File: config.mk
export PLATFORM = sky130hd
export DESIGN_NAME = rfs_queue
export DESIGN_NICKNAME = d
export VERILOG_FILES = /design/src/rtl/core/rfs_pkg.sv /design/src/rtl/core/rfs_queue.sv
export SDC_FILE = /design/constraint.sdc
export NUM_CORES = 1
export LEC_CHECK = 0
export BUFFER_PORTS_ARGS = -buffer_cell sky130_fd_sc_hd__buf_2
export CAP_MARGIN = 20
export CORE_AREA = 2 2 164 166
export CTS_CLUSTER_SIZE = 28
export DETAILED_ROUTE_END_ITERATION = 16
export DIE_AREA = 0 0 166 168
export PLACE_DENSITY = 0.63
export RECOVER_POWER = 25
export SETUP_SLACK_MARGIN = 0.02
export SYNTH_ARGS = -nofsm -noshare
export SYNTH_HDL_FRONTEND = slang
export SYNTH_SLANG_ARGS = --single-unit
File: constraint.sdc
create_clock -name clk_i -period 3 [get_ports clk_i]
set_clock_uncertainty 0.05 [all_clocks]
set_input_delay 0.15 -clock clk_i [delete_from_list [all_inputs] [get_ports clk_i]]
set_output_delay 0.15 -clock clk_i [all_outputs]
set_load 0.02 [all_outputs]
File: src/rtl/core/rfs_pkg.sv
// Shared constants, types and helpers of the read flag statistics block.
package rfs_pkg;

  localparam int unsigned INSERT_BINS = 65536;
  localparam int unsigned MAPQ_BINS   = 256;
  localparam int unsigned COUNT_WIDTH = 48;
  localparam int unsigned READ_W      = 48;

  localparam int unsigned INS_AW   = $clog2(INSERT_BINS);
  localparam int unsigned MQ_IDX_W = $clog2(MAPQ_BINS);
  localparam int unsigned MQ_AW    = MQ_IDX_W + 1;
  localparam int unsigned MQ_DEPTH = 2 * MAPQ_BINS;

  localparam int unsigned NUM_CLASS = 11;
  localparam int unsigned NUM_CNT   = 2 * NUM_CLASS + 1;
  localparam int unsigned OVF_IDX   = 2 * NUM_CLASS;
  localparam int unsigned CNT_IDX_W = $clog2(NUM_CNT);

  localparam int unsigned CLR_LEN = (INSERT_BINS > MQ_DEPTH) ? INSERT_BINS : MQ_DEPTH;
  localparam int unsigned CLR_W   = $clog2(CLR_LEN);

  localparam int unsigned QUEUE_DEPTH = 4;
  localparam int unsigned QPTR_W      = $clog2(QUEUE_DEPTH);
  localparam int unsigned QCNT_W      = $clog2(QUEUE_DEPTH + 1);

  localparam int unsigned OBUF_DEPTH = 3;
  localparam int unsigned OPTR_W     = $clog2(OBUF_DEPTH);
  localparam int unsigned OCNT_W     = $clog2(OBUF_DEPTH + 1);

  localparam logic [7:0] THRESH_RESET = 8'd5;

  // Flag bit positions.
  localparam int unsigned F_PAIRED = 0;
  localparam int unsigned F_PROPER = 1;
  localparam int unsigned F_UNMAP  = 2;
  localparam int unsigned F_MUNMAP = 3;
  localparam int unsigned F_READ1  = 6;
  localparam int unsigned F_READ2  = 7;
  localparam int unsigned F_QCFAIL = 9;
  localparam int unsigned F_DUP    = 10;

  // Event classes.
  localparam int unsigned CLS_READS     = 0;
  localparam int unsigned CLS_PAIRED    = 1;
  localparam int unsigned CLS_PROPER    = 2;
  localparam int unsigned CLS_READ1     = 3;
  localparam int unsigned CLS_READ2     = 4;
  localparam int unsigned CLS_SINGLETON = 5;
  localparam int unsigned CLS_BOTH      = 6;
  localparam int unsigned CLS_DIFF_REF  = 7;
  localparam int unsigned CLS_DIFF_HQ   = 8;
  localparam int unsigned CLS_MAPPED    = 9;
  localparam int unsigned CLS_DUP       = 10;

  typedef enum logic {
    KIND_COUNT = 1'b0,
    KIND_READ  = 1'b1
  } kind_e;

  typedef enum logic [1:0] {
    BANK_EVENT    = 2'd0,
    BANK_INSERT   = 2'd1,
    BANK_MQ_R1    = 2'd2,
    BANK_MQ_OTHER = 2'd3
  } bank_e;

  typedef logic [COUNT_WIDTH-1:0] count_t;

  typedef struct packed {
    logic                 is_read;
    logic [NUM_CNT-1:0]   ev_mask;
    logic                 ins_inc;
    logic [INS_AW-1:0]    ins_addr;
    logic                 mq_inc;
    logic [MQ_AW-1:0]     mq_addr;
    bank_e                rd_bank;
    logic [CNT_IDX_W-1:0] cnt_idx;
    logic                 rd_bad;
  } rfs_op_t;

  typedef struct packed {
    logic [READ_W-1:0] read_value;
    logic              bad_index;
  } rfs_res_t;

  function automatic count_t sat_inc(count_t v);
    return (&v) ? v : v + count_t'(1);
  endfunction

endpackage

File: src/rtl/core/rfs_queue.sv
// Short FIFO of decoded operations between the front and back ends.
module rfs_queue import rfs_pkg::*; (
  input  logic    clk_i,
  input  logic    rst_ni,
  input  logic    push_i,
  input  rfs_op_t push_op_i,
  input  logic    pop_i,
  output rfs_op_t head_o,
  output logic    empty_o,
  output logic    full_o
);

  rfs_op_t           mem_q [QUEUE_DEPTH];
  logic [QPTR_W-1:0] wptr_q;
  logic [QPTR_W-1:0] rptr_q;
  logic [QCNT_W-1:0] cnt_q;

  function automatic logic [QPTR_W-1:0] next_ptr(logic [QPTR_W-1:0] p);
    return (p == QPTR_W'(QUEUE_DEPTH - 1)) ? '0 : p + 1'b1;
  endfunction

  always_ff @(posedge clk_i) begin
    if (push_i) begin
      mem_q[wptr_q] <= push_op_i;
    end
  end

  always_ff @(posedge clk_i or negedge rst_ni) begin
    if (!rst_ni) begin
      wptr_q <= '0;
      rptr_q <= '0;
      cnt_q  <= '0;
    end else begin
      if (push_i) begin
        wptr_q <= next_ptr(wptr_q);
      end
      if (pop_i) begin
        rptr_q <= next_ptr(rptr_q);
      end
      case ({push_i, pop_i})
        2'b10:   cnt_q <= cnt_q + 1'b1;
        2'b01:   cnt_q <= cnt_q - 1'b1;
        default: cnt_q <= cnt_q;
      endcase
    end
  end

  assign head_o  = mem_q[rptr_q];
  assign empty_o = cnt_q == '0;
  assign full_o  = cnt_q == QCNT_W'(QUEUE_DEPTH);

  a_no_overrun: assert property (@(posedge clk_i) disable iff (!rst_ni)
    !(full_o && push_i))
    else $error("operation queue written while full");

  a_no_underrun: assert property (@(posedge clk_i) disable iff (!rst_ni)
    !(empty_o && pop_i))
    else $error("operation queue read while empty");

endmodule

==> flow_summary_export.csv, run 1 <==
group,metric,value,unit
status,outcome,"finished clean",
synthesis,syn_nets,417,
floorplanning,die-area,27900,um2
drt,antenna_left,0,
drt,drt-total-wl,16700,um
global_route,antenna_found_initial,1,
critical_path,worstReg2RegStart,"wptr_q[0]",
critical_path,crit_start,"rptr_q[0]",
synthesis,synth-edff-count,236,
critical_path,path_buf_inv,2,
placed_design,dp.cells,801,
sta,timing.hold.ws,333,ps
global_route,grt_pass1_wl,25900,um
cts,cts_made_buffers,27,
power_and_ir_drop,pwr-share-seq,41.0,%
power_and_ir_drop,p_switching,3.34,mW
sta,slew_headroom,36.1,%
global_route,grt_overflow,0,
synthesis,yosysWarnings,0,
cts,post_cts_buffers,0,
power_and_ir_drop,ir_worst_vdd,0.632,mV
synthesis,yosysTopAreaCell,"edfxtp_1",
cts,clock_sinks,243,
critical_path,cp-end-kind,"output pin",
sta,slew_violations,0,
placed_design,dpl.hpwl,9390,um
synthesis,synth_area_per_cell,25.9,um2
sta,finalSetupViolations,0,
cells_and_area,fin_util,43.6,%
power_and_ir_drop,pwr_density_cell,980,nW/um2
cts,clk_latency,530,ps
critical_path,cp_max_fo,20,
power_and_ir_drop,p_comb_share,28.3,%
cells_and_area,seq_area,7270,um2
synthesis,synth.distinct_cells,22,
global_route,grt_start_max_net_pins,60,
cts,ctsResizeCount,0,
cts,htree_levels,1,
floorplanning,rows,60,
floorplanning,start_util,34.2,%
sta,rsz0062_at_grt,"false",
drt,firstDrtPassIters,4,
critical_path,cpPeakStageDelay,690,ps
critical_path,path_cells,"buf_4 > mux4_2 > buf_2",
floorplanning,core,26400,um2
power_and_ir_drop,p_int,7.90,mW
sta,tightest_slew,959,ps
sta,hold_viol,0,
placed_design,dpl_cell_area,9950,um2
power_and_ir_drop,p_leak,3.89,nW
cts,clk_path_buf_depth,3,
sta,fin_crit_sh,84.9,%
cells_and_area,nNetsFinal,622,
synthesis,ys_seq_area_share,80.7,%
placed_design,portBuffers,123,
synthesis,synth_area_leaders,"edfxtp_1, mux4_2, dfrtp_1",
synthesis,ys_ff_latch,243,
drt,detail_route.vias_per_cell,4.63,
cells_and_area,postLayoutCellArea,11500,um2
synthesis,synth_top_area_share,78.7,%
cells_and_area,fillerInstances,2249,
critical_path,start_kind,"flip-flop",
cts,clk_pin_slew,60,ps
min_path,hold_path.class,"in2reg",
cells_and_area,multi_input_area,1560,um2
sta,finalSetupTns,0,ps
sta,clock.fmax,0.393,GHz
placed_design,preCtsSetupSlack,945,ps
floorplanning,die_h,168,um
power_and_ir_drop,p_clk_share,30.7,%
synthesis,synthArstFlopShare,2.88,%
drt,drtIter0Drc,249,
critical_path,critPathArrivalTime,2350,ps
cts,tritoncts,"built",
run,maxCapViolations,0,
drt,vias,4229,
drt,drc,0,
synthesis,syn-cell-area,9000,um2
placed_design,gp_congestion,0.643,
power_and_ir_drop,finalPower,11.2,mW
floorplanning,ios,124,
critical_path,cpMaxStageDelayCell,"dfrtp_4",
critical_path,crit_family,"flip-flops",
floorplanning,die_w,166,um
cells_and_area,syn_to_final_growth,27.5,%
critical_path,crit_type,"reg2out",
global_route,grt_pass1_vias,4719,
power_and_ir_drop,p_sw_share,29.7,%
cells_and_area,stdcell_count,914,
sta,setup_ws,453,ps
critical_path,required,2800,ps
synthesis,netlist_instances,347,
synthesis,synth-main-ff-cell,"edfxtp_1",
min_path,hp-start,"push_op_i[40]",
global_route,grt_use_total,11.9,%
cells_and_area,layout-drive-gt1-share,34.1,%
cts,clock-root-buffer,"clkbuf_16",
drt,detail_route.wl_per_cell,18.2,um
sta,post-route-min-period,2550,ps
-- worst register-to-register path: cells and delay by family, from the launching register on --
kind                     cells  cell delay, ps
adder cells (fa/ha/maj)      1             170
buffers and inverters        1             120
AND/OR/NAND/NOR              1             750
flip-flops                   1             410
-- sequential cells by signal, indices dropped and copies added, names as in the netlist --
name    flops
mem_q     236
cnt_q       3
rptr_q      2
wptr_q      2
-- Yosys cell counts, drive strengths merged (2+ instances only) --
library cell / number
and2: 4
buf: 13
dfrtp: 7
edfxtp: 236
ha: 6
inv: 6
mux2: 2
mux4: 59
nor2: 2
o21ai: 2
xor2: 2
-- cell families after synthesis --
group,synth area share (%)
and+or+nand+nor,0.598
AOI/OAI and AO/OA,0.111
adders and majority gates,1.06
DFF,80.7
buffers and inverters,2.09
muxes,15.2
xor gates and xnor gates,0.292
-- power groups by stage --
stage | combinational [mW] | clock [mW] | sequential, mW
3_3_place_gp | 3.15 | 0 | 4.65
3_5_place_dp | 3.21 | 0 | 4.70
2_1_floorplan | 2.46 | 0 | 4.54
6_report | 3.18 | 3.45 | 4.61
5_1_grt | 3.41 | 3.66 | 4.68
4_1_cts | 3.30 | 3.54 | 4.63
-- metal layers --
layer	track usage [%]	vias to the layer above	wire, um
met1	14.3	2195	6780
met2	21.6	114	8660
met3	2.63	28	782
li1	-	1892	-
met5	0	-	0
met4	3.25	0	424
-- timing repair --
item | 4_1_cts | 5_1_grt
endpoints found under the setup margin | 0 | 0
hold buffers | 63 | 0
hold endpoints to repair | 247 | 0
-- worst paths after layout --
kind,end,cells past startpoint,slack (ps)
setup reg to reg,mem_q[0][29],3,1050
hold reg to reg,cnt_q[2],1,460
setup / recovery,head_o[26],3,450
max in group asynchronous,rptr_q[0],3,2070
hold / removal,mem_q[1][40],2,330
min in group asynchronous,wptr_q[1],3,540
-- cell type report --
| cell class | count | share of cell area (%) |
|---|---|---|
| inverter | 6 | 0.196 |
| tap | 341 | 3.72 |
| antenna | 1 | 0.0218 |
| clock buffer | 33 | 6.08 |
| timing repair buffer | 190 | 10.9 |
| multi-input combinational | 84 | 13.6 |
| sequential | 243 | 63.3 |
| clock inverter | 16 | 2.14 |
-- cells in the final DEF, fill, tap and decap left out, types with 3 or more instances in the layout --
master	instances
and2_4	4
buf_2	85
bufinv_16	6
clkbuf_1	44
clkbuf_16	27
clkinv_1	3
dfrtp_1	5
dlygate4sd3_1	63
edfxtp_1	236
ha_1	6
inv_1	6
mux4_2	58
Note: power is estimated with default switching activity, not from simulation.
==> run 2, diff against run 1 <==
--- a/config.mk
+++ b/config.mk
@@ -11,7 +11,7 @@
 export CTS_CLUSTER_SIZE = 28
 export DETAILED_ROUTE_END_ITERATION = 16
 export DIE_AREA = 0 0 166 168
-export PLACE_DENSITY = 0.63
+export PLACE_DENSITY = 0.65
 export RECOVER_POWER = 25
 export SETUP_SLACK_MARGIN = 0.02
 export SYNTH_ARGS = -nofsm -noshare
==> constraint.sdc (replaced) <==
create_clock -name clk_i -period 2.15 [get_ports clk_i]
set_clock_uncertainty 0.05 [all_clocks]
set_input_delay 0.1075 -clock clk_i [delete_from_list [all_inputs] [get_ports clk_i]]
set_output_delay 0.1075 -clock clk_i [all_outputs]
set_load 0.02 [all_outputs]
==> run 2 against run 1 <==
Net effect: first-iteration DRC count is 7.2% higher; routed wire length is 8.7% higher; sequential share of layout area fell by 1.4 points.
==> flow_summary_export.csv, run 2 (synthesis results as in run 1) <==
group,metric,value,unit
sta,fin_crit_sh,99.3,%
drt,firstDrtPassIters,4,
global_route,grt-busiest-layer,"met2",
sta,rsz0062_at_grt,"true",
sta,hold_viol,0,
critical_path,rrSetupSlack,490,ps
drt,antenna_left,0,
drt,drt-total-wl,18100,um
floorplanning,core,26400,um2
global_route,use_met1,15.2,%
sta,finalSetupViolations,0,
floorplanning,die_h,168,um
drt,drc,0,
drt,vias,4343,
floorplanning,die_w,166,um
run,maxCapViolations,0,
power_and_ir_drop,ir_worst_vdd,0.815,mV
power_and_ir_drop,finalPower,15.7,mW
cts,cts_made_buffers,25,
critical_path,required,1990,ps
global_route,grt_overflow,0,
cells_and_area,top_regs,"mem_q (236), cnt_q (3)",
cells_and_area,fin_util,44.6,%
cts,clk_latency,520,ps
drt,detail_route.wl_per_cell,19.5,um
power_and_ir_drop,p_leak,4.03,nW
floorplanning,ios,124,
drt,detail_route.vias_per_cell,4.67,
cts,clk_path_buf_depth,3,
sta,clock.fmax,0.468,GHz
cts,tritoncts,"built",
sta,slew_violations,0,
cells_and_area,final_common_cell,"edfxtp_1",
sta,post-route-min-period,2130,ps
placed_design,portBuffers,123,
global_route,antenna_found_initial,0,
cells_and_area,multi_input_area,1560,um2
cells_and_area,layout_common_cells,"edfxtp_1, buf_2, dlygate4sd3_1",
min_path,hold_path.class,"in2reg",
cts,clock-root-buffer,"clkbuf_16",
global_route,grt_start_max_net_pins,26,
sta,setup_ws,15.5,ps
global_route,grt_util_met3,2.61,%
drt,drtIter0Drc,267,
cells_and_area,seq_area,7270,um2
cells_and_area,nNetsFinal,642,
floorplanning,start_util,34.2,%
global_route,grtUsageMet2,23.3,%
cells_and_area,regMostFlops,"mem_q",
global_route,grt_use_total,12.6,%
global_route,grt_pass1_wl,27400,um
cells_and_area,fillerInstances,2217,
critical_path,cp-end-kind,"output pin",
critical_path,cp_max_fo,13,
critical_path,crit_type,"reg2out",
cts,htree_levels,1,
placed_design,gp_congestion,0.651,
floorplanning,rows,60,
sta,finalSetupTns,0,ps
cts,clk_pin_slew,60,ps
global_route,grt_pass1_vias,4852,
power_and_ir_drop,pwr_density_cell,1340,nW/um2
cells_and_area,largest_register_ffs,236,
cells_and_area,n_antenna_cell,0,
critical_path,critPathArrivalTime,1980,ps
cts,clock_sinks,243,
cells_and_area,syn_to_final_growth,30.5,%
sta,tightest_slew,380,ps
critical_path,start_kind,"flip-flop",
placed_design,dpl.hpwl,10800,um
cells_and_area,layout-drive-gt1-share,37.5,%
status,outcome,"finished clean",
floorplanning,die-area,27900,um2
sta,slew_headroom,74.6,%
placed_design,preCtsSetupSlack,383,ps
-- run 2: final cells by class --
cell class | instances | area share [%]
Clock inverter | 14 | 0.650
Sequential cell | 243 | 61.9
Inverter | 6 | 0.192
Clock buffer | 30 | 5.49
Timing Repair Buffer | 212 | 14.8
Multi-Input combinational cell | 84 | 13.3
Tap cell | 341 | 3.63
-- run 2: what timing repair did --
action | CTS | global route
endpoints found under the hold margin | 249 | 0
cloned | 0 | 3
hold buffers | 63 | 0
endpoints found under the setup margin | 59 | 56
resized for setup | 30 | 12
buffers inserted | 6 | 3
-- run 2: where the power goes --
part	internal (mW)	switching, mW	leakage, nW
Sequential	6.08	0.255	2.25
Combinational	2.63	2.85	1.42
Clock	2.14	1.72	0.368
-- run 2: critical path, cell delays in order (launching register included) --
cell,delay [ps]
dfrtp_4,450
buf_4,130
buf_12,160
mux4_2,550
buf_6,160
-- run 2: layer usage --
metal | up-vias | part of all wire (%)
met4 | 0 | 1.6
li1 | 1927 | -
met3 | 26 | 5.0
met2 | 121 | 53
met5 | - | 0
met1 | 2269 | 40
-- run 2: worst paths after layout --
kind,endpoint,cells past startpoint,startpoint
setup / recovery,head_o[50],4,rptr_q[0]
hold / removal,mem_q[1][14],2,push_op_i[14]
setup reg to reg,rptr_q[1],5,rptr_q[0]
hold reg to reg,cnt_q[0],1,cnt_q[0]
max in group asynchronous,rptr_q[0],3,rst_ni
min in group asynchronous,cnt_q[0],3,rst_ni
-- run 2: stage by stage --
stage / hold WS [ps] / instances / cell area (um2)
after detailed placement: -96.4 / 811 / 10100
after global placement: -98.1 / 811 / 10100
after CTS: 265 / 924 / 11600
after floorplan: -238 / 347 / 9000
after global routing: 311 / 930 / 11700
final: 309 / 930 / 11700
==> run 3, diff against run 2 <==
--- a/config.mk
+++ b/config.mk
@@ -5,12 +5,13 @@
 export SDC_FILE = /design/constraint.sdc
 export NUM_CORES = 1
 export LEC_CHECK = 0
+export ABC_AREA = 1
 export BUFFER_PORTS_ARGS = -buffer_cell sky130_fd_sc_hd__buf_2
 export CAP_MARGIN = 20
-export CORE_AREA = 2 2 164 166
+export CORE_AREA = 2 2 172 174
 export CTS_CLUSTER_SIZE = 28
 export DETAILED_ROUTE_END_ITERATION = 16
-export DIE_AREA = 0 0 166 168
+export DIE_AREA = 0 0 174 176
 export PLACE_DENSITY = 0.65
 export RECOVER_POWER = 25
 export SETUP_SLACK_MARGIN = 0.02
==> run 3 against run 2 <==
Net effect: global-route usage rose by 0.69 points; via count up 40%; final cell count up 45%; sequential power decreased by 0.6%; clock power up 13%; sequential share of layout area is 3.8 points lower; combinational power is 4.7% higher; setup slack improved by 170 ps; maximum frequency up 8.5%; power is 4.6% higher; final area rose by 6.4%; sequential cell count unchanged.
==> flow_summary_export.csv, run 3 <==
group,metric,value,unit
status,outcome,"finished clean",
synthesis,yosysTopAreaCell,"edfxtp_1",
synthesis,synth_area_leaders,"edfxtp_1, o211ai_1, nand2_1",
min_path,hp-start,"push_op_i[0]",
placed_design,gp_congestion,0.692,
cells_and_area,largest_register_ffs,236,
min_path,hold_end,"mem_q[0][0]",
critical_path,cp_max_fo,28,
synthesis,netlist_instances,743,
global_route,grt_start_max_net_pins,45,
synthesis,synth_top_area_share,71.7,%
critical_path,worstReg2RegStart,"wptr_q[0]",
sta,slew_violations,0,
sta,finalSetupTns,0,ps
global_route,grt_overflow,0,
synthesis,syn-cell-area,9890,um2
global_route,grt_pass1_vias,6036,
cells_and_area,syn_to_final_growth,26.3,%
cells_and_area,layout_common_cells,"edfxtp_1, nand2_1, inv_1",
cells_and_area,multi_input_area,1760,um2
sta,hold_viol,0,
drt,drc,0,
synthesis,yosysWarnings,0,
floorplanning,die_w,174,um
sta,setup_ws,182,ps
synthesis,synthArstFlopShare,2.88,%
synthesis,ys_ff_latch,243,
drt,firstDrtPassIters,5,
global_route,use_met1,17.9,%
power_and_ir_drop,finalPower,16.4,mW
drt,vias,6096,
run,maxCapViolations,0,
global_route,grtUsageMet2,21.3,%
synthesis,ys_seq_area_share,73.4,%
critical_path,r2r-end,"mem_q[3][5]",
cells_and_area,regMostFlops,"mem_q",
power_and_ir_drop,ir_worst_vdd,0.660,mV
cts,clk_pin_slew,60,ps
drt,drtIter0Drc,394,
drt,detail_route.wl_per_cell,15.5,um
cells_and_area,fin_util,43.8,%
drt,antenna_left,0,
min_path,holdPathStages,2,
cts,tritoncts,"built",
min_path,hold_path.class,"in2reg",
cts,clk_path_buf_depth,3,
critical_path,start_kind,"flip-flop",
floorplanning,core,28500,um2
sta,timing.hold.ws,316,ps
synthesis,synth_area_per_cell,13.3,um2
synthesis,synth-edff-count,236,
global_route,grt-busiest-layer,"met2",
synthesis,synth.distinct_cells,19,
placed_design,dp.cells,1228,
cts,clock_sinks,243,
drt,drt-total-wl,20900,um
cells_and_area,stdcell_count,1347,
cells_and_area,fillerInstances,2649,
power_and_ir_drop,pwr_density_cell,1310,nW/um2
cts,clk_latency,520,ps
cells_and_area,postLayoutCellArea,12500,um2
synthesis,syn_nets,813,
critical_path,cpMaxStageDelayCell,"dfrtp_2",
global_route,antenna_found_initial,3,
sta,finalSetupViolations,0,
sta,fin_crit_sh,91.5,%
sta,post-route-min-period,1970,ps
synthesis,synth_most_common_cell,"edfxtp_1",
cts,cts_made_buffers,26,
critical_path,cp-end-kind,"output pin",
cells_and_area,seq_area,7260,um2
synthesis,synth_commonest_cells,"edfxtp_1, nand2_1, inv_1",
global_route,grt_use_total,13.3,%
floorplanning,die_h,176,um
cells_and_area,final_common_cell,"edfxtp_1",
sta,clock.fmax,0.508,GHz
placed_design,portBuffers,123,
sta,rsz0062_at_grt,"false",
sta,tightest_slew,451,ps
power_and_ir_drop,p_leak,4.95,nW
critical_path,cpPeakStageDelay,480,ps
critical_path,reg2reg_depth,4,
cts,htree_levels,1,
drt,detail_route.vias_per_cell,4.53,
cts,clock-root-buffer,"clkbuf_16",
placed_design,dpl.hpwl,12200,um
floorplanning,start_util,34.6,%
placed_design,dpl_cell_area,10900,um2
critical_path,rrSetupSlack,350,ps
critical_path,cpMostUsedCell,"nand2_1",
critical_path,critPathArrivalTime,1810,ps
critical_path,required,1990,ps
critical_path,path_cells,"inv_16 > buf_16 > nand2_1 > o211ai_1 > nand2_1 > buf_2",
global_route,grt_pass1_wl,32300,um
cells_and_area,layout-drive-gt1-share,16.2,%
floorplanning,ios,124,
floorplanning,rows,62,
global_route,grt_util_met3,3.14,%
synthesis,synth-main-ff-cell,"edfxtp_1",
cells_and_area,nNetsFinal,1013,
sta,slew_headroom,69.9,%
cells_and_area,top_regs,"mem_q (236), cnt_q (3)",
critical_path,crit_type,"reg2out",
placed_design,preCtsSetupSlack,322,ps
floorplanning,die-area,30600,um2
==> run 3: changes by cell type after synthesis, sizes merged, moves of 2 or more <==
cell    before  now
o211ai       0  118
inv          6  133
xor2         2    0
buf         13   38
mux2         2    0
and2         4    0
mux4        59    0
o21ai        2    5
nand2        1  190
==> run 3: layout make-up <==
class / instances / share of cell area [%]
Clock inverter: 9 / 0.791
Multi-Input combinational cell: 327 / 14.1
Clock buffer: 37 / 5.95
Sequential cell: 243 / 58.1
Antenna cell: 2 / 0.0401
Inverter: 133 / 4.25
Timing Repair Buffer: 210 / 12.8
Tap cell: 384 / 3.85
Timing Repair inverter: 2 / 0.140
==> run 3: worst max path at each step <==
stage	start	end	slack (ps)	depth (start not counted)
2_1_floorplan	wptr_q[0]	mem_q[0][0]	140	4
3_3_place_gp	wptr_q[0]	mem_q[3][50]	350	4
3_5_place_dp	wptr_q[0]	mem_q[3][50]	320	4
4_1_cts	rptr_q[0]	head_o[6]	60	5
5_1_grt	rptr_q[0]	head_o[1]	70	6
6_report	rptr_q[0]	head_o[3]	180	6
==> run 3: logic make-up after synthesis <==
logic type	share of synthesized area, %
AO/OA/AOI/OAI	9.21
adder cells (fa/ha/maj)	0.961
XOR/XNOR	0.0886
buffers and inverters	8.82
flip-flops	73.4
AND/OR/NAND/NOR	7.50
==> run 3: where the power goes <==
| group | internal, mW | total (mW) | switching (mW) |
|---|---|---|---|
| clock network | 2.63 | 4.35 | 1.72 |
| registers | 6.07 | 6.30 | 0.226 |
| logic | 1.93 | 5.74 | 3.81 |
==> run 3: timing repair <==
item | in CTS | in global routing
buffers inserted | 1 | 3
hold endpoints to repair | 248 | 0
gates cloned | 2 | 2
gates resized for setup | 7 | 3
endpoints found under the setup margin | 46 | 10
hold buffers | 63 | 0
==> run 3: worst max-delay path, delay by kind of cell (launching register included) <==
family / cells / cell delay, ps
buffers and inverters: 3 / 500
flip-flops: 1 / 480
AND/OR/NAND/NOR: 2 / 200
AO/OA/AOI/OAI: 1 / 90
==> run 3: routing by layer <==
layer	vias up	share of wire (%)	routed length, um
met5	-	0.053	11
met4	2	2.1	435
met3	40	6.3	1320
met2	153	45	9460
met1	2907	46	9650
li1	2994	-	-
