### src/rtl/core/rfs_pkg.sv
// Shared constants, types and helpers of the read flag statistics block.
package rfs_pkg;

  localparam int unsigned INSERT_BINS = 65536;
  localparam int unsigned MAPQ_BINS   = 256;
  localparam int unsigned COUNT_WIDTH = 48;
  localparam int unsigned READ_W      = 48;

  localparam int unsigned INS_AW   = $clog2(INSERT_BINS);
  localparam int unsigned MQ_IDX_W = $clog2(MAPQ_BINS);
  localparam int unsigned MQ_AW    = MQ_IDX_W + 1;
  localparam int unsigned MQ_DEPTH = 2 * MAPQ_BINS;

  localparam int unsigned NUM_CLASS = 11;
  localparam int unsigned NUM_CNT   = 2 * NUM_CLASS + 1;
  localparam int unsigned OVF_IDX   = 2 * NUM_CLASS;
  localparam int unsigned CNT_IDX_W = $clog2(NUM_CNT);

  localparam int unsigned CLR_LEN = (INSERT_BINS > MQ_DEPTH) ? INSERT_BINS : MQ_DEPTH;
  localparam int unsigned CLR_W   = $clog2(CLR_LEN);

  localparam int unsigned QUEUE_DEPTH = 4;
  localparam int unsigned QPTR_W      = $clog2(QUEUE_DEPTH);
  localparam int unsigned QCNT_W      = $clog2(QUEUE_DEPTH + 1);

  localparam int unsigned OBUF_DEPTH = 3;
  localparam int unsigned OPTR_W     = $clog2(OBUF_DEPTH);
  localparam int unsigned OCNT_W     = $clog2(OBUF_DEPTH + 1);

  localparam logic [7:0] THRESH_RESET = 8'd5;

  // Flag bit positions.
  localparam int unsigned F_PAIRED = 0;
  localparam int unsigned F_PROPER = 1;
  localparam int unsigned F_UNMAP  = 2;
  localparam int unsigned F_MUNMAP = 3;
  localparam int unsigned F_READ1  = 6;
  localparam int unsigned F_READ2  = 7;
  localparam int unsigned F_QCFAIL = 9;
  localparam int unsigned F_DUP    = 10;

  // Event classes.
  localparam int unsigned CLS_READS     = 0;
  localparam int unsigned CLS_PAIRED    = 1;
  localparam int unsigned CLS_PROPER    = 2;
  localparam int unsigned CLS_READ1     = 3;
  localparam int unsigned CLS_READ2     = 4;
  localparam int unsigned CLS_SINGLETON = 5;
  localparam int unsigned CLS_BOTH      = 6;
  localparam int unsigned CLS_DIFF_REF  = 7;
  localparam int unsigned CLS_DIFF_HQ   = 8;
  localparam int unsigned CLS_MAPPED    = 9;
  localparam int unsigned CLS_DUP       = 10;

  typedef enum logic {
    KIND_COUNT = 1'b0,
    KIND_READ  = 1'b1
  } kind_e;

  typedef enum logic [1:0] {
    BANK_EVENT    = 2'd0,
    BANK_INSERT   = 2'd1,
    BANK_MQ_R1    = 2'd2,
    BANK_MQ_OTHER = 2'd3
  } bank_e;

  typedef logic [COUNT_WIDTH-1:0] count_t;

  typedef struct packed {
    logic                 is_read;
    logic [NUM_CNT-1:0]   ev_mask;
    logic                 ins_inc;
    logic [INS_AW-1:0]    ins_addr;
    logic                 mq_inc;
    logic [MQ_AW-1:0]     mq_addr;
    bank_e                rd_bank;
    logic [CNT_IDX_W-1:0] cnt_idx;
    logic                 rd_bad;
  } rfs_op_t;

  typedef struct packed {
    logic [READ_W-1:0] read_value;
    logic              bad_index;
  } rfs_res_t;

  function automatic count_t sat_inc(count_t v);
    return (&v) ? v : v + count_t'(1);
  endfunction

endpackage

### src/rtl/core/rfs_in_if.sv
// Input channel carrying one record or readout request per transaction.
interface rfs_in_if;
  logic               valid;
  logic               ready;
  logic               kind;
  logic [15:0]        flag;
  logic signed [31:0] insert_size;
  logic signed [31:0] ref_id;
  logic signed [31:0] mate_ref_id;
  logic [7:0]         map_quality;
  logic [1:0]         read_bank;
  logic [15:0]        read_index;

  modport source (
    output valid, kind, flag, insert_size, ref_id, mate_ref_id, map_quality,
           read_bank, read_index,
    input  ready
  );
  modport sink (
    input  valid, kind, flag, insert_size, ref_id, mate_ref_id, map_quality,
           read_bank, read_index,
    output ready
  );
endinterface

### src/rtl/core/rfs_front.sv
// Front end: accepts input transactions and decodes them into counter operations.
module rfs_front import rfs_pkg::*; (
  input  logic       clk_i,
  input  logic       rst_ni,
  input  logic       cfg_we_i,
  input  logic [7:0] cfg_wdata_i,
  rfs_in_if.sink     in_i,
  input  logic       q_full_i,
  input  logic       clearing_i,
  output logic       push_o,
  output rfs_op_t    op_o
);

  logic [7:0] thresh_q;

  always_ff @(posedge clk_i or negedge rst_ni) begin
    if (!rst_ni) begin
      thresh_q <= THRESH_RESET;
    end else if (cfg_we_i) begin
      thresh_q <= cfg_wdata_i;
    end
  end

  assign in_i.ready = ~q_full_i & ~clearing_i;
  assign push_o     = in_i.valid & in_i.ready;

  logic [15:0]          flag;
  logic                 qcf;
  logic                 mapped;
  logic                 mate_mapped;
  logic                 paired;
  logic                 both;
  logic                 diff_ref;
  logic [NUM_CLASS-1:0] hit;
  logic [31:0]          isz;
  logic [31:0]          mag;
  logic                 ins_hit;
  logic                 ins_ovf;
  logic [31:0]          idx32;
  bank_e                bank;
  rfs_op_t              cnt_op;
  rfs_op_t              rd_op;

  always_comb begin
    flag        = in_i.flag;
    qcf         = flag[F_QCFAIL];
    mapped      = ~flag[F_UNMAP];
    mate_mapped = ~flag[F_MUNMAP];
    paired      = flag[F_PAIRED];
    both        = paired & mapped & mate_mapped;
    diff_ref    = in_i.ref_id != in_i.mate_ref_id;

    hit                = '0;
    hit[CLS_READS]     = 1'b1;
    hit[CLS_PAIRED]    = paired;
    hit[CLS_PROPER]    = paired & flag[F_PROPER];
    hit[CLS_READ1]     = paired & flag[F_READ1];
    hit[CLS_READ2]     = paired & flag[F_READ2];
    hit[CLS_SINGLETON] = paired & mapped & ~mate_mapped;
    hit[CLS_BOTH]      = both;
    hit[CLS_DIFF_REF]  = both & diff_ref;
    hit[CLS_DIFF_HQ]   = both & diff_ref & (in_i.map_quality >= thresh_q);
    hit[CLS_MAPPED]    = mapped;
    hit[CLS_DUP]       = flag[F_DUP];

    // The most negative size negates to itself, which as unsigned is 2^31.
    isz     = in_i.insert_size;
    mag     = isz[31] ? (~isz + 32'd1) : isz;
    ins_hit = both & (isz != 32'd0);
    ins_ovf = ins_hit & (mag >= INSERT_BINS);

    cnt_op         = '0;
    cnt_op.is_read = 1'b0;
    for (int k = 0; k < NUM_CLASS; k++) begin
      cnt_op.ev_mask[2*k]   = hit[k] & ~qcf;
      cnt_op.ev_mask[2*k+1] = hit[k] & qcf;
    end
    cnt_op.ev_mask[OVF_IDX] = ins_ovf;
    cnt_op.ins_inc          = ins_hit & ~ins_ovf;
    cnt_op.ins_addr         = INS_AW'(mag);
    cnt_op.mq_inc           = mapped;
    cnt_op.mq_addr          = {~flag[F_READ1], MQ_IDX_W'(in_i.map_quality)};
    cnt_op.rd_bank          = BANK_EVENT;

    idx32 = 32'(in_i.read_index);
    bank  = bank_e'(in_i.read_bank);

    rd_op          = '0;
    rd_op.is_read  = 1'b1;
    rd_op.ins_addr = INS_AW'(idx32);
    rd_op.mq_addr  = {bank == BANK_MQ_OTHER, MQ_IDX_W'(idx32)};
    rd_op.rd_bank  = bank;
    rd_op.cnt_idx  = CNT_IDX_W'(idx32);
    case (bank)
      BANK_EVENT:  rd_op.rd_bad = idx32 > OVF_IDX;
      BANK_INSERT: rd_op.rd_bad = idx32 >= INSERT_BINS;
      default:     rd_op.rd_bad = idx32 >= MAPQ_BINS;
    endcase

    op_o = (in_i.kind == KIND_READ) ? rd_op : cnt_op;
  end

endmodule

### src/flat_wrapper.sv
// flat-port wrapper written by rule: the top's interface ports become plain ports
module rfs_front_flat import rfs_pkg::*;
  (clk_i, rst_ni, cfg_we_i, cfg_wdata_i, q_full_i, clearing_i, push_o, op_o, in_i_valid, in_i_kind, in_i_flag, in_i_insert_size, in_i_ref_id, in_i_mate_ref_id, in_i_map_quality, in_i_read_bank, in_i_read_index, in_i_ready);
  rfs_in_if in_i_i ();
  input  logic clk_i;
  input  logic rst_ni;
  input  logic cfg_we_i;
  input  logic [7:0] cfg_wdata_i;
  input  logic q_full_i;
  input  logic clearing_i;
  output logic push_o;
  output rfs_op_t op_o;
  input wire logic [$bits(in_i_i.valid)-1:0] in_i_valid;
  input wire logic [$bits(in_i_i.kind)-1:0] in_i_kind;
  input wire logic [$bits(in_i_i.flag)-1:0] in_i_flag;
  input wire logic [$bits(in_i_i.insert_size)-1:0] in_i_insert_size;
  input wire logic [$bits(in_i_i.ref_id)-1:0] in_i_ref_id;
  input wire logic [$bits(in_i_i.mate_ref_id)-1:0] in_i_mate_ref_id;
  input wire logic [$bits(in_i_i.map_quality)-1:0] in_i_map_quality;
  input wire logic [$bits(in_i_i.read_bank)-1:0] in_i_read_bank;
  input wire logic [$bits(in_i_i.read_index)-1:0] in_i_read_index;
  output wire logic [$bits(in_i_i.ready)-1:0] in_i_ready;
  assign in_i_i.valid = in_i_valid;
  assign in_i_i.kind = in_i_kind;
  assign in_i_i.flag = in_i_flag;
  assign in_i_i.insert_size = in_i_insert_size;
  assign in_i_i.ref_id = in_i_ref_id;
  assign in_i_i.mate_ref_id = in_i_mate_ref_id;
  assign in_i_i.map_quality = in_i_map_quality;
  assign in_i_i.read_bank = in_i_read_bank;
  assign in_i_i.read_index = in_i_read_index;
  assign in_i_ready = in_i_i.ready;
  rfs_front u_core (.clk_i(clk_i), .rst_ni(rst_ni), .cfg_we_i(cfg_we_i), .cfg_wdata_i(cfg_wdata_i), .in_i(in_i_i), .q_full_i(q_full_i), .clearing_i(clearing_i), .push_o(push_o), .op_o(op_o));
endmodule
### config.mk
export PLATFORM = sky130hd
export DESIGN_NAME = rfs_front_flat
export DESIGN_NICKNAME = d
export VERILOG_FILES = /design/src/rtl/core/rfs_pkg.sv /design/src/rtl/core/rfs_in_if.sv /design/src/rtl/core/rfs_front.sv /design/src/flat_wrapper.sv
export SDC_FILE = /design/constraint.sdc
export NUM_CORES = 1
export LEC_CHECK = 0
export BUFFER_PORTS_ARGS = -buffer_cell sky130_fd_sc_hd__buf_2
export CAP_MARGIN = 10
export CELL_PAD_IN_SITES_DETAIL_PLACEMENT = 0
export CELL_PAD_IN_SITES_GLOBAL_PLACEMENT = 1
export CORE_UTILIZATION = 26
export CTS_BUF_LIST = sky130_fd_sc_hd__clkbuf_2
export DETAILED_ROUTE_END_ITERATION = 10
export GPL_TIMING_DRIVEN = 0
export PLACE_DENSITY_LB_ADDON = 0.1
export SYNTH_ARGS = -nofsm -noshare
export SYNTH_HDL_FRONTEND = slang
export SYNTH_SLANG_ARGS = --single-unit
### constraint.sdc
create_clock -name clk_i -period 4.05 [get_ports clk_i]
set_input_delay 0 -clock clk_i [delete_from_list [all_inputs] [get_ports clk_i]]
set_output_delay 0 -clock clk_i [all_outputs]
set_load 0.005 [all_outputs]
==> results of run 1 <==
cells by family after synthesis:
logic type,synth area share
flops,0.08955
xor+xnor,0.1780
buf+inv,0.07960
mux,0.02432
compound gates,0.2344
simple gates,0.3444
fa+ha+maj,0.04975
worst register-to-register path, cell delays in order, from the launching register on:
cell	delay (ps)
sky130_fd_sc_hd__dfstp_2	520
sky130_fd_sc_hd__inv_1	40
sky130_fd_sc_hd__o21ai_0	150
cell usage in the layout, fill, tap and decap left out, types with 5 or more instances in the layout:
master / synthesis / layout
sky130_fd_sc_hd__dfrtp_1: 6 / 6
sky130_fd_sc_hd__nor4_1: 7 / 7
sky130_fd_sc_hd__nand4_1: 12 / 12
sky130_fd_sc_hd__nand2_1: 38 / 38
sky130_fd_sc_hd__buf_2: 0 / 202
sky130_fd_sc_hd__o41ai_1: 5 / 5
sky130_fd_sc_hd__and2_1: 10 / 10
sky130_fd_sc_hd__nor2_1: 15 / 15
sky130_fd_sc_hd__o21ai_0: 32 / 32
sky130_fd_sc_hd__a31oi_1: 6 / 6
sky130_fd_sc_hd__and3_1: 7 / 7
sky130_fd_sc_hd__dlygate4sd3_1: 0 / 9
sky130_fd_sc_hd__clkbuf_1: 8 / 8
sky130_fd_sc_hd__a21o_1: 5 / 5
sky130_fd_sc_hd__xor2_1: 9 / 9
sky130_fd_sc_hd__ha_1: 9 / 9
sky130_fd_sc_hd__inv_1: 31 / 31
sky130_fd_sc_hd__xnor2_1: 37 / 37
sky130_fd_sc_hd__nor3_1: 9 / 9
what timing repair did:
action,CTS,global route
hold endpoints to repair,16,0
resized for setup,0,0
hold buffers,9,0
metal layers:
metal  wire, µm  vias to the layer above
met1       3678                     1436
met3        645                       17
met5          0                        -
li1           -                     1589
met4        167                        0
met2       5023                      143
through the flow:
stage | setup WS [ps] | cells
after detailed placement | 1517 | 626
after CTS | 1266 | 639
after global placement | 1433 | 626
after floorplan | 1963 | 319
final | 1299 | 639
after global routing | 1176 | 639
area by class of cell:
class	instances	area (µm²)	area share
well taps	105	131.4	0.03737
plain buffers	12	63.81	0.01815
inverters	31	116.4	0.03310
clock buffers	4	20.02	0.005694
multi-input cells	268	1881	0.5349
flip-flops and latches	8	202.7	0.05765
repair buffers	211	1101	0.3132
path summary, 6_finish.rpt:
check / start / end / slack, ps / depth (start not counted)
max reg2reg: u_core.thresh_q[2] / u_core.thresh_q[2] / 3270 / 2
max: u_core.thresh_q[0] / op_o[52] / 1300 / 9
max in group asynchronous: rst_ni / u_core.thresh_q[2] / 3710 / 2
min in group asynchronous: rst_ni / u_core.thresh_q[4] / 90 / 2
min: cfg_we_i / u_core.thresh_q[4] / 40 / 3
min reg2reg: u_core.thresh_q[2] / u_core.thresh_q[2] / 510 / 2
power by group through the flow:
stage | logic [µW] | clock network (µW) | registers, µW
3_5_place_dp | 310 | 0 | 92.0
4_1_cts | 319 | 56.5 | 90.5
3_3_place_gp | 308 | 0 | 91.7
5_1_grt | 351 | 59.6 | 91.0
6_report | 316 | 57.4 | 90.4
2_1_floorplan | 142 | 0 | 91.4
==> run summary, run 1 <==
=====================================================================================
Effective utilization at floorplan                                             0.2714
Number of port buffers                                                            202
Critical Path End Type                                                   primary output
Total of endpoints with negative setup slack in the final report                    0
Largest stage delay, worst path                                                610 ps
RSZ-0062 raised after global routing                                            false
Flip-flop count of the largest register after layout                                8
Dominant cell type by area after synthesis                               sky130_fd_sc_hd__xnor2_1
Kind of critical path                                                    register to primary output
CTS tree                                                                         done
Post-route cell area                                                         3516 µm²
DRT antenna net count                                                               0
Final routed DRC violation total                                                    0
Cells along the critical path                                            ha_1 > nand2b_1 > a21o_1 > a21o_1 > a21o_1 > a21o_1 > a2111oi_0 > nor3b_1 > buf_2
Clock insertion delay at the later pin of the skew report                      250 ps
Worst path arrival time                                                       2750 ps
Filler cell count in the final layout                                             903
Time the final worst path needs with I/O delays and setup                     2751 ps
Util after Layout                                                              0.4215
# H-tree levels                                                                     1
Global placer's final weighted congestion                                      0.8631
Drt wl/cell                                                                  14.89 µm
Critical path's most frequent cell                                       sky130_fd_sc_hd__a21o_1
Via count                                                                        3185
Worst EP required                                                             4050 ps
Number of buffers created by CTS                                                    3
Total routed wirelength                                                      9.514 mm
Register bit count reported by yosys                                                8
Synth-to-layout area growth                                                    55.33%
CTS Buffer Depth                                                                    2
Setup Buffers After CTS                                                             0
Initial antenna violation count                                                     0
Fin crit share                                                                 0.6792
Clk sinks                                                                           8
Relative contribution of the clock network to total power                       0.124
Outcome                                                                     completed
Max transition margin                                                          0.5724
Switching part of the total                                                    0.4175
Largest registers ranked by flip-flop count                              u_core.thresh_q x8
Max-cap violations                                                                  0
Most crowded layer after global routing                                          met2
Global routing met1 resource utilization                                       0.2333
GR Layer Usage met3                                                           0.02711
Dominant register cell in the synthesized netlist                        sky130_fd_sc_hd__dfrtp_1
Most area-consuming cells after synthesis                                sky130_fd_sc_hd__xnor2_1, sky130_fd_sc_hd__o21ai_0, sky130_fd_sc_hd__dfrtp_1
Standard cell core area                                                      8341 µm²
Count of different cell masters after synthesis                                    56
Internal power consumption                                                   270.0 µW
Net count of the finished layout                                                  697
Die Span X                                                                   95.31 µm
Warnings from Yosys                                                                 0
Clock-pin slew of the registers on the worst-case setup and hold paths          90 ps
Antenna Cells                                                                       0
Register area share after synthesis                                           0.08955
Post-synthesis net count                                                          481
Pin count of the biggest net entering global routing                               11
Leakage component of the power                                            0.001790 µW
Worst-path cell with the longest stage delay                             sky130_fd_sc_hd__a2111oi_0
Maximum resistive drop on vdd                                               0.1191 mV
Met2 Usage GRT                                                                 0.3911
Placement Cell Area                                                          3406 µm²
Type of origin of the critical path                                          register
Overall Power                                                                463.5 µW
Clk Tree Root Cell                                                       sky130_fd_sc_hd__clkbuf_2
Dominant cell by count in the synthesized netlist                        sky130_fd_sc_hd__nand2_1
Ys async rst share                                                              1.000
Critical path buffer and inverter count                                             1
Area of the die                                                              9083 µm²
Cell family with the largest share of critical-path delay                compound AO/OA/AOI/OAI gates
Sum of negative setup slack                                                      0 ps
Initial DRT Pass Iterations                                                         4
Count of boundary I/O pins                                                        214
Most flop-heavy register                                                 u_core.thresh_q
Relative contribution of combinational cells to total power                     0.681
Part of the total power dissipated in sequential elements                       0.195
HPWL Detailed                                                                8.433 mm
Avg Inst Size Synth                                                         7.095 µm²
Syn Std Cell Area                                                            2263 µm²
Worst-Margin Slew                                                            625.2 ps
DRT iter0 DRCs                                                                     81
Top cell type's share of synthesized area                                      0.1432
Die Span Y                                                                   95.31 µm
Layout Skew                                                                      0 ps
Total global routing track utilization                                         0.2048
Count of flip-flops with a built-in enable after synthesis                          0
Via density                                                                     4.984
Final count of hold timing violations                                               0
Post-synthesis cell count                                                         319
Vias in the first global route                                                   3030
Worst hold margin                                                            36.73 ps
Sw Pwr                                                                       193.5 µW
Type of the most critical hold path                                      primary input to register
Total grt overflow                                                                  0
Highest clock frequency the design can meet                                0.3635 GHz
Share of final-layout standard cells stronger than drive strength 1            0.4382
Pwr per Cell Area                                                        131.8 nW/µm²
Largest fanout of any net on the critical path                                      2
Global-route wire length before repair                                       14.51 mm
Standard-cell rows                                                                 33
Max-slew violation count                                                            0
Commonest cells post-synth                                               sky130_fd_sc_hd__nand2_1, sky130_fd_sc_hd__xnor2_1, sky130_fd_sc_hd__o21ai_0
=====================================================================================
Note: power is estimated with default switching activity, not from simulation.
==> inputs of run 2 (changes only) <==
- CORE_UTILIZATION: 26 -> 22
- clock period: 4.05 -> 2.3 ns (I/O delays scaled with it)
==> run 2 against run 1 <==
Effect of this change: the run now ends with negative setup slack left; clock skew unchanged; combinational power grew 86%; setup slack lost 1300 ps; critical path depth did not move; sequential power is 77% higher; flip-flop and latch count unchanged; hold slack worse by 26 ps; via count is 0.53% higher; register-to-register slack worse by 1800 ps; largest power group unchanged.
==> run summary, run 2 (synthesis gave the netlist of run 1 again) <==
=====================================================================================
Outcome                                                                  complete, but fails checks
Violations in the final reports                                          negative setup slack
Largest fanout of any net on the critical path                                      2   unchanged
Count of boundary I/O pins                                                        214   unchanged
Pwr per Cell Area                                                        225.0 nW/µm²   +71%
Standard-cell rows                                                                 36   +9.1%
Time the final worst path needs with I/O delays and setup                     2310 ps
Type of the most critical hold path                                      primary input to register
Max-slew violation count                                                            0   unchanged
Critical path's most frequent cell                                       sky130_fd_sc_hd__a21o_1
Global-route wire length before repair                                       14.84 mm   +2.2%
Clk sinks                                                                           8   unchanged
Antenna Cells                                                                       0   unchanged
Switching part of the total                                                    0.4265   +0.008957
Total routed wirelength                                                      10.11 mm   +6.3%
Most flop-heavy register                                                 u_core.thresh_q
Met2 Usage GRT                                                                 0.3428   -0.04823
Initial DRT Pass Iterations                                                         4   unchanged
Clock-pin slew of the registers on the worst-case setup and hold paths          90 ps   about the same
Clock insertion delay at the later pin of the skew report                      240 ps   about the same
DRT iter0 DRCs                                                                     78   -3.7%
Highest clock frequency the design can meet                                0.4330 GHz
Sw Pwr                                                                       355.8 µW   +84%
Type of origin of the critical path                                          register
Worst path setup slack after routing                                        -9.676 ps   -1309 ps
Worst hold margin                                                            10.76 ps   -25.97 ps
Endpoint of the lowest-slack register-to-register path                   u_core.thresh_q[2]
CTS Buffer Depth                                                                    2   unchanged
Number of port buffers                                                            202   unchanged
Internal power consumption                                                   478.4 µW   +77%
Clk Tree Root Cell                                                       sky130_fd_sc_hd__clkbuf_2
Area of the die                                                             10700 µm²   +18%
GR Layer Usage met3                                                           0.02218   -0.004936
Die Span X                                                                   103.4 µm   +8.5%
Critical path buffer and inverter count                                             1   unchanged
Fin crit share                                                                  1.004
DRT antenna net count                                                               0   unchanged
Global placer's final weighted congestion                                      0.8458   -2.0%
Destination of the worst hold path                                       u_core.thresh_q[3]
Part of the total power dissipated in sequential elements                       0.192   -0.003
Cells along the critical path                                            ha_4 > nand2b_4 > a21o_1 > a21o_1 > a21o_1 > a21o_1 > a2111oi_4 > nor3b_1 > buf_2
Cell depth of the worst flop-to-flop path                                           2   unchanged
Most crowded layer after global routing                                          met2
Total of endpoints with negative setup slack in the final report                    2   +2
Worst path arrival time                                                       2310 ps   -440 ps
Largest stage delay, worst path                                                570 ps   -40 ps
Maximum resistive drop on vdd                                               0.1217 mV   +2.2%
RSZ-0062 raised after global routing                                             true
Relative contribution of the clock network to total power                       0.104   -0.020
Standard cell core area                                                      9864 µm²   +18%
Worst-Margin Slew                                                            676.1 ps   +50.92 ps
Total global routing track utilization                                         0.1810   -0.02381
Max-cap violations                                                                  0   unchanged
Relative contribution of combinational cells to total power                     0.703   +0.022
Leakage component of the power                                            0.001852 µW   +3.4%
Die Span Y                                                                   103.4 µm   +8.5%
Final routed DRC violation total                                                    0   unchanged
Global routing met1 resource utilization                                       0.2112   -0.02206
Most frequent cells in the layout                                        sky130_fd_sc_hd__buf_2, sky130_fd_sc_hd__nand2_1, sky130_fd_sc_hd__xnor2_1, sky130_fd_sc_hd__o21ai_0, sky130_fd_sc_hd__inv_1
HPWL Detailed                                                                8.903 mm   +5.6%
Drt wl/cell                                                                  14.98 µm   +0.64%
Flip-flop count of the largest register after layout                                8   unchanged
Stages on worst setup path                                                          9   unchanged
Via density                                                                     4.744   -4.8%
Critical Path End Type                                                   primary output
Initial antenna violation count                                                     0   unchanged
Kind of critical path                                                    register to primary output
CTS tree                                                                         done
Overall Power                                                                834.3 µW   +80%
Layout Skew                                                                      0 ps   unchanged
Worst-path cell with the longest stage delay                             sky130_fd_sc_hd__dfstp_2
Worst EP required                                                             2300 ps   -1750 ps
Vias in the first global route                                                   3077   +1.6%
Share of final-layout standard cells stronger than drive strength 1            0.4705   +0.03228
# H-tree levels                                                                     1   unchanged
Post-route cell area                                                         3707 µm²   +5.4%
Worst hold start                                                         cfg_wdata_i[3]
Max transition margin                                                          0.5434   -0.02907
Number of buffers created by CTS                                                    3   unchanged
Cell depth of the worst min-delay path                                              3   unchanged
Commonest non-fill, non-tap cell in the layout                           sky130_fd_sc_hd__buf_2
FF-to-FF setup slack                                                          1490 ps   -1780 ps
Synth-to-layout area growth                                                    63.79%
Net count of the finished layout                                                  706   +1.3%
Pin count of the biggest net entering global routing                               11   unchanged
Final count of hold timing violations                                               0   unchanged
Via count                                                                        3202   +0.53%
Largest registers ranked by flip-flop count                              u_core.thresh_q x8
Effective utilization at floorplan                                             0.2295   -0.04193
Startpoint of the most critical register-to-register path                u_core.thresh_q[2]
Cell family with the largest share of critical-path delay                compound AO/OA/AOI/OAI gates
Total grt overflow                                                                  0   unchanged
Placement Cell Area                                                          3441 µm²   +1.0%
=====================================================================================
run 2: changes by cell type in the layout (fill, tap and decap cells not counted), sizes merged:
cell / before / now
buf: 206 / 217
dlygate4sd3: 9 / 7
clkbuf: 12 / 11
run 2: timing repair:
item,in CTS,in global routing
setup endpoints to repair,4,4
buffers inserted,5,6
endpoints found under the hold margin,14,0
pin swaps,13,12
hold buffers,7,0
gates resized for setup,9,9
run 2: how the worst max path moves through the flow:
stage	from	endpoint	slack, ps
3_3_place_gp	in_i_insert_size[0]	op_o[57]	-320
4_1_cts	u_core.thresh_q[0]	op_o[52]	-40
6_report	u_core.thresh_q[0]	op_o[51]	-10
3_5_place_dp	in_i_insert_size[0]	op_o[57]	-290
2_1_floorplan	u_core.thresh_q[0]	op_o[51]	210
5_1_grt	u_core.thresh_q[0]	op_o[52]	-120
run 2: area by class of cell:
type,count,area (µm²)
multi-input combinational,268,1979
sequential,8,202.7
buffer,12,63.81
clock buffer,3,15.01
timing repair buffer,220,1164
tap,133,166.4
fill,1105,6157
inverter,31,116.4
run 2: power groups by stage:
stage	Combinational, µW	Clock [µW]	Sequential [µW]
after floorplan	250	0	161
after detailed placement	552	0	162
final	587	87.1	160
after global placement	553	0	162
after CTS	585	90.5	161
after global routing	653	94.7	162
run 2: through the flow:
stage	setup slack (ps)	utilization	TNS, ps	instances
final	-9.676	0.3758	-12.95	675
after global routing	-122.2	0.3758	-287.4	675
after CTS	-38.18	0.3669	-76.11	669
after detailed placement	-288.6	0.3488	-874.5	654
after global placement	-323.2	0.3488	-858.3	654
after floorplan	213.0	-	0	319
run 2: metal layers:
layer / vias to the layer above / wire [µm]
li1: 1607 / -
met1: 1437 / 3969
met2: 142 / 5318
met3: 16 / 630
met4: 0 / 196
met5: - / 0
run 2: worst min-delay path: cells and delay by family:
kind | cells | cell delay, ps
and+or+nand+nor | 1 | 70
AOI/OAI and AO/OA | 1 | 70
buffers and inverters | 1 | 80
==> inputs of run 3 (changes only) <==
- BUFFER_PORTS_ARGS: -buffer_cell sky130_fd_sc_hd__buf_2 -> unset
- CORE_UTILIZATION: 22 -> 35
- DONT_BUFFER_PORTS: unset -> 1
- SETUP_SLACK_MARGIN: unset -> 0.5
==> run 3 against run 2 <==
Effect of this change: combinational power is 37% lower; via count decreased by 21%; routed wire length down 13%; non-clock buffer count decreased by 202; count of clock-buffer cells in the layout up 1; the run now ends clean; total power decreased by 26%; die area decreased by 37%; setup slack better by 110 ps; hold slack better by 24 ps; clock power up 4.5%; global-route usage increased by 6.8 points.
==> run summary, run 3 (synthesis gave the netlist of run 1 again) <==
=====================================================================================
Synth-to-layout area growth                                                    17.91%
# H-tree levels                                                                     1   unchanged
Count of boundary I/O pins                                                        214   unchanged
GR Layer Usage met3                                                           0.05385   +0.03167
Share of final-layout standard cells stronger than drive strength 1            0.1642   -0.3063
Startpoint of the most critical register-to-register path                u_core.thresh_q[0]
Global routing met1 resource utilization                                       0.3040   +0.09279
Endpoint of the lowest-slack register-to-register path                   u_core.thresh_q[0]
Area of the die                                                              6792 µm²   -37%
Fin crit share                                                                 0.9568   -0.04739
Net count of the finished layout                                                  504   -29%
Worst-path cell with the longest stage delay                             sky130_fd_sc_hd__dfstp_2
Die Span Y                                                                   82.42 µm   -20%
Worst hold start                                                             q_full_i
Clk sinks                                                                           8   unchanged
Max-slew violation count                                                            0   unchanged
Drt wl/cell                                                                  21.25 µm   +42%
Total routed wirelength                                                      8.840 mm   -13%
Filler cell count in the final layout                                             653   -41%
Type of the most critical hold path                                      primary input to primary output
Largest registers ranked by flip-flop count                              u_core.thresh_q x8
Worst-Margin Slew                                                            745.0 ps   +68.89 ps
Kind of critical path                                                    register to primary output
Outcome                                                                     completed
Max-cap violations                                                                  0   unchanged
Final count of hold timing violations                                               0   unchanged
Total grt overflow                                                                  0   unchanged
Critical path's most frequent cell                                       sky130_fd_sc_hd__a21o_1
Pwr per Cell Area                                                        231.5 nW/µm²   +2.9%
End of the critical path                                                     op_o[52]
Total of endpoints with negative setup slack in the final report                    0   -2
Critical Path End Type                                                   primary output
DRT antenna net count                                                               0   unchanged
Most crowded layer after global routing                                          met2
Pin count of the biggest net entering global routing                               11   unchanged
Via count                                                                        2515   -21%
Area taken by multi-input logic gates                                        2009 µm²   +1.5%
Largest stage delay, worst path                                                550 ps   -20 ps
Largest fanout of any net on the critical path                                      2   unchanged
Highest clock frequency the design can meet                                0.4544 GHz   +5.0%
Layout Skew                                                                      0 ps   unchanged
DRT iter0 DRCs                                                                     98   +26%
HPWL Detailed                                                                7.602 mm   -15%
Antenna Cells                                                                       0   unchanged
Max transition margin                                                          0.4969   -0.04653
Initial DRT Pass Iterations                                                         5   +1
Final routed DRC violation total                                                    0   unchanged
CTS Buffer Depth                                                                    2   unchanged
FF-to-FF setup slack                                                          1460 ps   -30 ps
Clk Tree Root Cell                                                       sky130_fd_sc_hd__clkbuf_2
Cell depth of the worst flop-to-flop path                                           2   unchanged
Standard-cell rows                                                                 28   -22%
Placement Cell Area                                                          2404 µm²   -30%
Flip-flop count of the largest register after layout                                8   unchanged
Util after Layout                                                              0.4403   +0.06451
Via density                                                                     6.046   +27%
Total global routing track utilization                                         0.2495   +0.06848
CTS tree                                                                         done
Maximum resistive drop on vdd                                               0.3115 mV   +160%
Most flop-heavy register                                                 u_core.thresh_q
Vias in the first global route                                                   2425   -21%
Clock-pin slew of the registers on the worst-case setup and hold paths          70 ps   -20 ps
Most frequent cells in the layout                                        sky130_fd_sc_hd__nand2_1, sky130_fd_sc_hd__xnor2_1, sky130_fd_sc_hd__o21ai_0, sky130_fd_sc_hd__inv_1, sky130_fd_sc_hd__nor2_1
Global-route wire length before repair                                       12.67 mm   -15%
Sequential cell area                                                        202.7 µm²   unchanged
Time the final worst path needs with I/O delays and setup                     2201 ps   -109.0 ps
Worst hold margin                                                            35.25 ps   +24.49 ps
Effective utilization at floorplan                                             0.3735   +0.1440
Critical path buffer and inverter count                                             0   -1
Global placer's final weighted congestion                                      0.8579   +1.4%
RSZ-0062 raised after global routing                                             true
Die Span X                                                                   82.42 µm   -20%
Leakage component of the power                                            0.001024 µW   -45%
Initial antenna violation count                                                     0   unchanged
Type of origin of the critical path                                          register
Crit path launch                                                         u_core.thresh_q[0]
Clock insertion delay at the later pin of the skew report                      220 ps   -20 ps
Cells along the critical path                                            ha_4 > nand2b_4 > a21o_1 > a21o_1 > a21o_1 > a21o_1 > a2111oi_4 > nor3b_2
Met2 Usage GRT                                                                 0.4446   +0.1018
Number of port buffers                                                              0   -100%
Cell family with the largest share of critical-path delay                compound AO/OA/AOI/OAI gates
Stages on worst setup path                                                          8   -1
Post-route cell area                                                         2669 µm²   -28%
Worst EP required                                                             2300 ps   about the same
Number of buffers created by CTS                                                    3   unchanged
Commonest non-fill, non-tap cell in the layout                           sky130_fd_sc_hd__nand2_1
Standard cell core area                                                      6061 µm²   -39%
Worst path arrival time                                                       2200 ps   -110 ps
Overall Power                                                                617.7 µW   -26%
=====================================================================================
run 3: changes by cell type in the layout (fill, tap and decap cells not counted), sizes merged:
cell,delta
buf,-205
clkbuf,+1
dlygate4sd3,+3
run 3: layer usage:
metal  wire length [µm]  up-vias
met5                  0        -
met4                 93        0
met3                765        8
met2               4541      130
met1               3439     1176
li1                   -     1201
run 3: worst min path at each step:
stage / to / depth (start not counted) / slack [ps]
2_1_floorplan: u_core.thresh_q[1] / 0 / -300
3_3_place_gp: u_core.thresh_q[1] / 0 / -300
3_5_place_dp: u_core.thresh_q[1] / 0 / -300
4_1_cts: in_i_ready / 1 / 40
5_1_grt: in_i_ready / 1 / 40
6_report: in_i_ready / 1 / 40
run 3: what timing repair did:
item                                    in CTS  in global routing
endpoints found under the setup margin       5                  6
pin swaps                                    5                  1
buffers inserted                             8                  0
gates resized for setup                     14                  3
hold buffers                                10                  0
gates cloned                                 0                  0
endpoints found under the hold margin       16                  0
run 3: through the flow:
stage                     setup TNS (ps)  worst slack [ps]  instances
after global placement                 0             288.0        394
after CTS                              0             77.51        416
final                                  0             99.32        416
after floorplan                        0             443.2        319
after detailed placement               0             267.6        394
after global routing              -37.38            -22.60        416
run 3: where the power goes:
part           switching, µW  internal, µW  total (µW)  leakage (µW)
registers               4.16           156         160     0.0000939
clock network           44.8          46.2        91.0     0.0000166
logic                    192           175         367      0.000913
run 3: final cells by class:
cell class | instances | area share
inverters | 31 | 0.04454
repair buffers | 18 | 0.06001
flip-flops and latches | 8 | 0.07595
multi-input cells | 268 | 0.7529
well taps | 75 | 0.03516
clock buffers | 4 | 0.007501
plain buffers | 12 | 0.02391
run 3: worst register-to-register path: stages (launching register included):
cell and delay (ps):
sky130_fd_sc_hd__dfstp_2 550, sky130_fd_sc_hd__buf_4 110, sky130_fd_sc_hd__mux2_2 130
